===== src/hw/rtl/lfbp_pkg.sv =====
// Shared codes, masks and controller/datapath interface types for the
// LED frame buffer packer. No dependencies.
package lfbp_pkg;

  // Operation codes
  localparam logic [1:0] OP_WRITE = 2'd0;
  localparam logic [1:0] OP_READ  = 2'd1;
  localparam logic [1:0] OP_TX    = 2'd2;

  // Raster operation codes
  localparam logic [1:0] OVL_REPLACE = 2'd0;
  localparam logic [1:0] OVL_OR      = 2'd1;
  localparam logic [1:0] OVL_ANDNOT  = 2'd2;
  localparam logic [1:0] OVL_XOR     = 2'd3;

  // Transmit mode codes
  localparam logic [7:0] MODE_4BIT = 8'd0;
  localparam logic [7:0] MODE_2BIT = 8'd1;
  localparam logic [7:0] MODE_1BIT = 8'd2;

  // Pair masks for 2-bit packing
  localparam logic [7:0] MASK_PAIR_A = 8'hC0;
  localparam logic [7:0] MASK_PAIR_B = 8'h30;
  localparam logic [7:0] MASK_PAIR_C = 8'h0C;
  localparam logic [7:0] MASK_PAIR_D = 8'h03;

  // Result source select
  typedef enum logic [1:0] {
    RES_ZERO = 2'd0,
    RES_MODE = 2'd1,
    RES_MEM  = 2'd2,
    RES_PACK = 2'd3
  } res_sel_e;

  // Controller to datapath commands
  typedef struct packed {
    logic clear_en;
    logic latch_en;
    logic rd0_en;
    logic rd1_en;
    logic wr_en;
    logic out_load;
  } lfbp_cmd_t;

  // Datapath to controller status
  typedef struct packed {
    logic need_rd;
    logic need_second;
    logic is_write;
    logic clear_last;
  } lfbp_stat_t;

endpackage


===== src/hw/rtl/led_frame_buffer_packer_top.sv =====
// LED frame buffer packer top: column-major pixel store with raster writes and reads.
// Steps per item: latch on accept, a memory read when the item needs one, then
// a second read (packed 2-bit byte) or a write (pixel write), then the output word.
// One item at a time; a held output word stalls the input.
// Depends on lfbp_pkg, lfbp_ctrl and lfbp_dp.
// Reset: clearing pass over all WIDTH*HEIGHT pixels with in_ready_o low; pack mode 0.
module led_frame_buffer_packer_top #(
  parameter int WIDTH  = 16,
  parameter int HEIGHT = 16
) (
  input  logic               clk_i,
  input  logic               rst_ni,
  input  logic               cfg_valid_i,
  output logic               cfg_ready_o,
  input  logic [7:0]         cfg_pack_mode_i,
  input  logic               in_valid_i,
  output logic               in_ready_o,
  input  logic [1:0]         op_i,
  input  logic signed [15:0] pos_x_i,
  input  logic signed [15:0] pos_y_i,
  input  logic [7:0]         pixel_value_i,
  input  logic [1:0]         overlay_i,
  input  logic [15:0]        tx_index_i,
  output logic               out_valid_o,
  input  logic               out_ready_i,
  output logic [7:0]         data_o,
  output logic               in_range_o
);
  import lfbp_pkg::*;

  lfbp_cmd_t  cmd;
  lfbp_stat_t stat;

  // Mode register takes a write in any cycle
  assign cfg_ready_o = 1'b1;

  lfbp_ctrl u_ctrl (
    .clk_i       (clk_i),
    .rst_ni      (rst_ni),
    .in_valid_i  (in_valid_i),
    .in_ready_o  (in_ready_o),
    .out_valid_o (out_valid_o),
    .out_ready_i (out_ready_i),
    .cmd_o       (cmd),
    .stat_i      (stat)
  );

  lfbp_dp #(
    .WIDTH  (WIDTH),
    .HEIGHT (HEIGHT)
  ) u_dp (
    .clk_i           (clk_i),
    .rst_ni          (rst_ni),
    .cmd_i           (cmd),
    .stat_o          (stat),
    .cfg_we_i        (cfg_valid_i && cfg_ready_o),
    .cfg_pack_mode_i (cfg_pack_mode_i),
    .op_i            (op_i),
    .pos_x_i         (pos_x_i),
    .pos_y_i         (pos_y_i),
    .pixel_value_i   (pixel_value_i),
    .overlay_i       (overlay_i),
    .tx_index_i      (tx_index_i),
    .data_o          (data_o),
    .in_range_o      (in_range_o)
  );

endmodule


===== src/hw/rtl/lfbp_ctrl.sv =====
// Sequencing controller for the frame buffer packer: clearing pass,
// item acceptance, memory read/write steps and output word handoff.
// Depends on lfbp_pkg.
module lfbp_ctrl (
  input  logic               clk_i,
  input  logic               rst_ni,
  input  logic               in_valid_i,
  output logic               in_ready_o,
  output logic               out_valid_o,
  input  logic               out_ready_i,
  output lfbp_pkg::lfbp_cmd_t cmd_o,
  input  lfbp_pkg::lfbp_stat_t stat_i
);
  import lfbp_pkg::*;

  typedef enum logic [5:0] {
    S_CLEAR = 6'b000001,
    S_IDLE  = 6'b000010,
    S_RD0   = 6'b000100,
    S_RD1   = 6'b001000,
    S_WR    = 6'b010000,
    S_RES   = 6'b100000
  } state_e;

  state_e state_q, state_d;
  logic   out_valid_q, out_valid_d;
  logic   accept;
  logic   slot_free;

  assign in_ready_o  = (state_q == S_IDLE);
  assign accept      = in_valid_i && in_ready_o;
  assign slot_free   = !out_valid_q || out_ready_i;
  assign out_valid_o = out_valid_q;

  // Next state and commands
  always_comb begin
    cmd_o       = '0;
    state_d     = state_q;
    out_valid_d = out_valid_q && !out_ready_i;
    case (state_q)
      S_CLEAR: begin
        cmd_o.clear_en = 1'b1;
        if (stat_i.clear_last) begin
          state_d = S_IDLE;
        end
      end
      S_IDLE: begin
        if (accept) begin
          cmd_o.latch_en = 1'b1;
          state_d        = S_RD0;
        end
      end
      S_RD0: begin
        if (stat_i.need_rd) begin
          cmd_o.rd0_en = 1'b1;
          if (stat_i.need_second) begin
            state_d = S_RD1;
          end else if (stat_i.is_write) begin
            state_d = S_WR;
          end else begin
            state_d = S_RES;
          end
        end else begin
          state_d = S_RES;
        end
      end
      S_RD1: begin
        cmd_o.rd1_en = 1'b1;
        state_d      = S_RES;
      end
      S_WR: begin
        cmd_o.wr_en = 1'b1;
        state_d     = S_RES;
      end
      S_RES: begin
        // hold the result until the output register is free
        if (slot_free) begin
          cmd_o.out_load = 1'b1;
          out_valid_d    = 1'b1;
          state_d        = S_IDLE;
        end
      end
      default: begin
        state_d = S_CLEAR;
      end
    endcase
  end

  always_ff @(posedge clk_i or negedge rst_ni) begin
    if (!rst_ni) begin
      state_q     <= S_CLEAR;
      out_valid_q <= 1'b0;
    end else begin
      state_q     <= state_d;
      out_valid_q <= out_valid_d;
    end
  end

endmodule


===== src/hw/rtl/lfbp_dp.sv =====
// Datapath for the frame buffer packer: item decode, pixel memory,
// raster operations, transmit packing, mode register and output word.
// Depends on lfbp_pkg.
module lfbp_dp #(
  parameter int WIDTH  = 16,
  parameter int HEIGHT = 16
) (
  input  logic                 clk_i,
  input  logic                 rst_ni,
  input  lfbp_pkg::lfbp_cmd_t  cmd_i,
  output lfbp_pkg::lfbp_stat_t stat_o,
  input  logic                 cfg_we_i,
  input  logic [7:0]           cfg_pack_mode_i,
  input  logic [1:0]           op_i,
  input  logic signed [15:0]   pos_x_i,
  input  logic signed [15:0]   pos_y_i,
  input  logic [7:0]           pixel_value_i,
  input  logic [1:0]           overlay_i,
  input  logic [15:0]          tx_index_i,
  output logic [7:0]           data_o,
  output logic                 in_range_o
);
  import lfbp_pkg::*;

  localparam int N       = WIDTH * HEIGHT;
  localparam int AW      = (N > 1) ? $clog2(N) : 1;
  localparam int QUARTER = N / 4;

  // Pixel memory and read register
  logic [7:0]    mem [N];
  logic [7:0]    rdata_q;
  logic [7:0]    byte0_q;

  // Mode register and clear counter
  logic [7:0]    pack_mode_q;
  logic [AW-1:0] clr_addr_q;

  // Latched item
  res_sel_e      sel_q, sel_d;
  logic          ok_q, ok_d;
  logic          need_rd_q, need_rd_d;
  logic          need_second_q, need_second_d;
  logic          is_write_q, is_write_d;
  logic [AW-1:0] addr0_q, addr0_d;
  logic [AW-1:0] addr1_q, addr1_d;
  logic [7:0]    val_q;
  logic [1:0]    ovl_q;
  logic [7:0]    mode_q;

  // Output word
  logic [7:0]    data_q;
  logic          in_range_q;

  // Decode helpers
  logic          pix_ok;
  logic [16:0]   pix_lin;
  logic [15:0]   tx_k;
  logic [16:0]   tx_even;
  logic [16:0]   tx_odd;

  // Memory port signals
  logic          mem_we;
  logic [AW-1:0] mem_waddr;
  logic [7:0]    mem_wdata;
  logic          mem_re;
  logic [AW-1:0] mem_raddr;
  logic [7:0]    rop_value;
  logic [7:0]    pack_a;
  logic [7:0]    pack_value;
  logic [7:0]    result;

  // Locate pixel, column-major address
  assign pix_ok = !pos_x_i[15] && !pos_y_i[15]
               && ($unsigned(pos_x_i) < 16'(WIDTH))
               && ($unsigned(pos_y_i) < 16'(HEIGHT));
  assign pix_lin = 17'(pos_x_i[7:0]) * 17'(HEIGHT) + 17'(pos_y_i[7:0]);

  // Transmit byte positions
  assign tx_k    = tx_index_i - 16'd1;
  assign tx_even = {tx_k, 1'b0};
  assign tx_odd  = {tx_k, 1'b1};

  // Decode the incoming word
  always_comb begin
    sel_d         = RES_ZERO;
    ok_d          = 1'b0;
    need_rd_d     = 1'b0;
    need_second_d = 1'b0;
    is_write_d    = 1'b0;
    addr0_d       = pix_lin[AW-1:0];
    addr1_d       = pix_lin[AW-1:0];
    case (op_i)
      OP_WRITE: begin
        ok_d       = pix_ok;
        need_rd_d  = pix_ok;
        is_write_d = pix_ok;
      end
      OP_READ: begin
        ok_d      = pix_ok;
        need_rd_d = pix_ok;
        sel_d     = pix_ok ? RES_MEM : RES_ZERO;
      end
      OP_TX: begin
        if (tx_index_i == 16'd0) begin
          ok_d  = 1'b1;
          sel_d = RES_MODE;
        end else begin
          case (pack_mode_q)
            MODE_4BIT: begin
              ok_d      = (17'(tx_k) < 17'(N));
              need_rd_d = ok_d;
              addr0_d   = tx_k[AW-1:0];
              sel_d     = ok_d ? RES_MEM : RES_ZERO;
            end
            MODE_2BIT: begin
              ok_d          = (18'(tx_odd) < 18'(N));
              need_rd_d     = ok_d;
              need_second_d = ok_d;
              addr0_d       = tx_even[AW-1:0];
              addr1_d       = tx_odd[AW-1:0];
              sel_d         = ok_d ? RES_PACK : RES_ZERO;
            end
            MODE_1BIT: begin
              ok_d = (17'(tx_k) < 17'(QUARTER));
            end
            default: begin
              ok_d = 1'b0;
            end
          endcase
        end
      end
      default: begin
        ok_d = 1'b0;
      end
    endcase
  end

  // Latch the item on accept
  always_ff @(posedge clk_i) begin
    if (cmd_i.latch_en) begin
      sel_q         <= sel_d;
      ok_q          <= ok_d;
      need_rd_q     <= need_rd_d;
      need_second_q <= need_second_d;
      is_write_q    <= is_write_d;
      addr0_q       <= addr0_d;
      addr1_q       <= addr1_d;
      val_q         <= pixel_value_i;
      ovl_q         <= overlay_i;
      mode_q        <= pack_mode_q;
    end
  end

  assign stat_o.need_rd     = need_rd_q;
  assign stat_o.need_second = need_second_q;
  assign stat_o.is_write    = is_write_q;
  assign stat_o.clear_last  = (clr_addr_q == AW'(N - 1));

  // Mode register and clear sweep counter
  always_ff @(posedge clk_i or negedge rst_ni) begin
    if (!rst_ni) begin
      pack_mode_q <= MODE_4BIT;
      clr_addr_q  <= '0;
    end else begin
      if (cfg_we_i) begin
        pack_mode_q <= cfg_pack_mode_i;
      end
      if (cmd_i.clear_en && !stat_o.clear_last) begin
        clr_addr_q <= clr_addr_q + AW'(1);
      end
    end
  end

  // Raster operation on the current pixel
  always_comb begin
    case (ovl_q)
      OVL_REPLACE: rop_value = val_q;
      OVL_OR:      rop_value = rdata_q | val_q;
      OVL_ANDNOT:  rop_value = rdata_q & ~val_q;
      OVL_XOR:     rop_value = rdata_q ^ val_q;
      default:     rop_value = val_q;
    endcase
  end

  // Memory port muxing
  assign mem_we    = cmd_i.clear_en || cmd_i.wr_en;
  assign mem_waddr = cmd_i.clear_en ? clr_addr_q : addr0_q;
  assign mem_wdata = cmd_i.clear_en ? 8'd0 : rop_value;
  assign mem_re    = cmd_i.rd0_en || cmd_i.rd1_en;
  assign mem_raddr = cmd_i.rd1_en ? addr1_q : addr0_q;

  always_ff @(posedge clk_i) begin
    if (mem_we) begin
      mem[mem_waddr] <= mem_wdata;
    end
    if (mem_re) begin
      rdata_q <= mem[mem_raddr];
    end
  end

  // Keep the first pixel of a packed pair
  always_ff @(posedge clk_i) begin
    if (cmd_i.rd1_en) begin
      byte0_q <= rdata_q;
    end
  end

  // Pack two pixels into one byte
  assign pack_a     = {byte0_q[3:0], 4'b0000};
  assign pack_value = (pack_a & MASK_PAIR_A) | (pack_a & MASK_PAIR_B)
                    | (rdata_q & MASK_PAIR_C) | (rdata_q & MASK_PAIR_D);

  // Select the result byte
  always_comb begin
    case (sel_q)
      RES_MODE: result = mode_q;
      RES_MEM:  result = rdata_q;
      RES_PACK: result = pack_value;
      default:  result = 8'd0;
    endcase
  end

  // Output word register
  always_ff @(posedge clk_i) begin
    if (cmd_i.out_load) begin
      data_q     <= result;
      in_range_q <= ok_q;
    end
  end

  assign data_o     = data_q;
  assign in_range_o = in_range_q;

endmodule


===== config.mk =====
export PLATFORM = sky130hd
export DESIGN_NAME = led_frame_buffer_packer_top
export DESIGN_NICKNAME = d
export VERILOG_FILES = /design/src/hw/rtl/lfbp_pkg.sv /design/src/hw/rtl/led_frame_buffer_packer_top.sv /design/src/hw/rtl/lfbp_ctrl.sv /design/src/hw/rtl/lfbp_dp.sv
export SDC_FILE = /design/constraint.sdc
export NUM_CORES = 2
export LEC_CHECK = 0
export CORE_MARGIN = 2
export CORE_UTILIZATION = 40
export CTS_CLUSTER_SIZE = 10
export DETAILED_ROUTE_END_ITERATION = 12
export DONT_BUFFER_PORTS = 1
export GPL_ROUTABILITY_DRIVEN = 0
export SLEW_MARGIN = 20
export SYNTH_ARGS = -nofsm -noshare
export SYNTH_HDL_FRONTEND = slang
export SYNTH_HIERARCHICAL = 1
export SYNTH_SLANG_ARGS = --single-unit

===== constraint.sdc =====
create_clock -name clk_i -period 17.1 [get_ports clk_i]
set_input_delay 1.71 -clock clk_i [delete_from_list [all_inputs] [get_ports clk_i]]
set_output_delay 1.71 -clock clk_i [all_outputs]
set_load 0.01 [all_outputs]

# Word level (Yosys, flattened, before mapping)
# Memory sizes are Yosys's and may differ from the RTL's. A register that Yosys moved wholly into a read port is not among the register bits.
# Cells that the tools add are included.
# op_classes
add_sub_neg	3
magnitude_cmp	5
n_eq_ne	20
muxes	43
bitwise_logic	9
n_reduce_logical	22
# op_table
op	n
$mux 8	8
$mux 6	6
$lt 16x5->1 const B	2
$pmux 8 s4	1
$pmux 6 s5	1
$pmux 8 s3	1
$lt 17x9->1 const B	1
$logic_not 16->1	1
$lt 16x7->1 const B	1
$lt 16x9->1 const B	1
$pmux 8 s2	1
$sub 16x1->16 const B	1
$mux 1	15
$eq 2x2->1 const B	5
$add 8x1->8 const B	1
$add 8x8->8	1
$and 8x8->8	1
$eq 8x1->1 const B	1
$eq 8x2->1 const B	1
$eq 8x8->1 const B	1
$logic_not 8->1	1
$mux 2	4
$not 8->8	1
$or 8x2->8	1
24 further kinds	44
# word_totals
regBits	76
mem_bits_rw	2048
in_bits	73
out_inout_bits	12
elab_cells	120
n_memories	1
# mem_list
name	words	width	read_ports	rd_clocked_by_memory_dff	wr	line_no	source
u_dp.mem	256	8	1	1	1	lfbp_dp.sv:30	logic [7:0] mem [N];

# Logic depth before layout (Yosys ltp)
# depth
ltp_word	6
depth_mapped	16

# Hierarchy
# The synthesis kept the hierarchy.
# modules_own_cells
mod	instances	cells_each	area_per_inst_um2	seq_area_each_um2
lfbp_dp	1	5550	84862.6	63731.1
lfbp_ctrl	1	51	466.7	176.4
led_frame_buffer_packer_top	1	2	11.3	0.0

# Worst setup path after synthesis
# No wires, ideal clock.
# synth_timing
path_type	register to register
startpoint	register u_ctrl.state_q[2]
endpoint	memory u_dp.mem[0][0] (data pin)
t_arrival_ns	11.528
required_ns	14.854
slack_ns	3.325
stages_incl_launch_ff	7
path_cell_list	dfrtp_1 -> buf_2 -> nor4_1 -> and3_1 -> clkbuf_1 -> clkbuf_1 -> a211oi_1
# synth_rtl
item	line_no	source
start: declaration	lfbp_ctrl.sv:25	state_e state_q, state_d;
start signal: assignment	lfbp_ctrl.sv:94	state_q <= state_d;
end: declaration	lfbp_dp.sv:30	

==> impl_metrics.yaml <==
power_and_ir_drop:
  p_leak_nw: 30.9
  ir_drop_v: 0.0000844
  power_density_nw_per_um2: 106
floorplanning:
  die_w_um: 466
  fp.coreArea_um2: 212000
  die_y_um: 466
  initial_core_util_pct: 40.2
  dieArea_um2: 217000
  pin_count: 85
  rows: 169
final_layout:
  regMostFlops: "u_dp/mem"
  drive_gt1_share_pct: 9.41
  final_cell_mix: "edfxtp_1 (2,109), nand2_1 (854), mux2i_1 (464), nand3_1 (381), nor2_1 (299)"
  finalNonFillerCells: 8457
  area_delta_synth_final_pct: 11.2
  nNetsFinal: 5677
  final_common_cell: "edfxtp_1"
  largest_register_ff_count: 2048
worst_setup_path:
  rrSetupSlack_ps: 10090
  crit_fanout: 116
  cp-start-kind: "register"
  criticalPathCategory: "register to register"
  worstReg2RegEnd: "u_dp/rdata_q[2]"
  crit_arrival_ps: 7580
  reg2reg_from: "u_ctrl/state_q[1]"
  required_ps: 17670
  r2r_cells: 14
  endpoint_kind: "register"
routing:
  viasPerCell: 5.93
  vias: 50200
  routed_wl_um: 240000
  dr.pass1.iters: 7
  ant_nets: 0
  wl_per_cell_um: 28.4
  drt_iter0_drc: 6093
  drc: 0
logic_synthesis:
  synth_cell_type_count: 71
  ys_seq_area_share_pct: 74.9
  yosys_register_bits: 2132
  synthesis.area_um2: 85300
  syn_inst: 5603
  ys_async_sr_fraction_pct: 1.08
  syn_avg_cell_area_um2: 15.2
  synth_fp_nets: 5702
  yosys_warnings: 6
  synth_edf_count: 2109
  synthFlopType: "edfxtp_1"
hold_path:
  hold_class: "register to register"
  holdCritStartpoint: "u_dp/ok_q"
  hold_end: "u_dp/in_range_o"
  holdPathStages: 0
clock_tree:
  numCtsBuffers: 233
  postCtsHoldBufs: 0
  path_clk_slew_ps: 60
  htreeDepth: 4
  cts_tree: "built"
  cts-resized-gates: 0
  cts_max_path_buffers: 3
  clkSinkCount: 2132
  root_buffer: "clkbuf_16"
  clkLatencyLatePin_ps: 860
  cts_setup_buffers: 0
sta:
  post-route-period-util_pct: 41.0
  clock_skew_ps: 28.9
  fin_tns_setup_ps: 0
  slew_viol_final: 0
  min_period_ps: 7010
  final-hold-violation-count: 0
  fin_ws_ps: 10090
  max_slew_margin_pct: 19.2
  tightest_slew_ps: 1200
  setup_viol: 0
  fmax_mhz: 143
  rsz0062_at_grt: "false"
grt:
  grt_pass1_wl_um: 347000
  grt_max_degree: 193
  grt_use_total_pct: 21.8
  antenna_found_initial: 8
  grt_pass1_vias: 48100
  gr-total-overflow: 0
placement:
  hpwl_um: 137000
  portBuffers: 0
  pre_cts_ws_ps: 10150
  place_inst: 8163
job:
  drv_cap: 0
run_status:
  outcome: "complete, no violations"
-- synth_stat cells (all sizes together), types with 25 or more instances --
cell / n / area [um^2]
nor3: 80 / 400
clkbuf: 220 / 826
mux4: 83 / 1870
o21ai: 107 / 536
a21oi: 101 / 505
o22ai: 72 / 450
o221ai: 163 / 1430
nand4: 39 / 244
mux2i: 467 / 4670
nor2: 302 / 1130
ha: 25 / 313
buf: 154 / 881
nand2: 866 / 3250
inv: 35 / 131
nand3: 381 / 1910
edfxtp: 2109 / 63300
o41ai: 32 / 280
a31oi: 134 / 838
-- metal layers --
| metal | track usage, % | part of all wire [%] |
|---|---|---|
| met1 | 30.4 | 41 |
| met2 | 34.2 | 47 |
| met3 | 3.81 | 8.4 |
| met4 | 7.70 | 3.3 |
| met5 | 0 | 0 |
-- through the flow --
step | hold slack, ps | total power (W) | cell area, um^2 | utilization [%]
after floorplan | 400 | 0.00578 | 85300 | -
after global placement | 444 | 0.00579 | 88500 | 41.7
after detailed placement | 446 | 0.00579 | 88600 | 41.8
after CTS | 454 | 0.0101 | 94900 | 44.7
after global routing | 459 | 0.0103 | 94900 | 44.7
final | 449 | 0.0101 | 94900 | 44.8
-- worst max path at each step --
stage	startpoint	end	slack, ps	cells past startpoint
2_1_floorplan	u_ctrl/state_q[2]	u_dp/mem[0][0]	3330	6
4_1_cts	u_ctrl/state_q[1]	u_dp/rdata_q[2]	10130	14
3_5_place_dp	u_ctrl/state_q[1]	u_dp/rdata_q[2]	10150	14
3_3_place_gp	u_ctrl/state_q[1]	u_dp/rdata_q[3]	10060	13
6_report	u_ctrl/state_q[1]	u_dp/rdata_q[2]	10090	14
5_1_grt	u_ctrl/state_q[1]	u_dp/rdata_q[3]	9650	14
-- final cells by class --
class	count	area [um^2]
sequential	2132	63900
inverter	35	131
antenna	6	15.0
timing repair buffer	114	1040
clock buffer	272	6050
fill	18200	117000
tap	2821	3530
clock inverter	15	239
multi-input combinational	3062	20000
-- power breakdown --
group	leakage (nW)	total, W	internal, W	switching, W
Clock	3.06	0.00437	0.00246	0.00191
Combinational	8.94	0.0000175	0.00000835	0.00000910
Sequential	18.9	0.00566	0.00566	0.00000296
-- critical path, cell delays in order, from the launching register on --
cell and delay (ps):
dfrtp_1 450, nor4_1 470, nand3b_1 200, inv_2 80, buf_4 490, mux2_8 650
buf_4 720, buf_12 640, buf_4 870, mux2i_1 280, o22ai_1 150, o21ai_0 210
o21ai_0 180, o41ai_1 940, nand4_1 160
-- logic make-up (layout without fill, tap and decap cells) --
kind of cell,count (synthesis),count (layout),synth area share (%)
mux,570,570,7.94
fa+ha+maj,26,26,0.390
compound gates,718,718,5.82
simple gates,1730,1730,8.64
other cells,1,7,0.00439
xor+xnor,17,17,0.174
buf+inv,409,436,2.15
flops,2132,2132,74.9
Note: power is estimated with default switching activity, not from simulation.
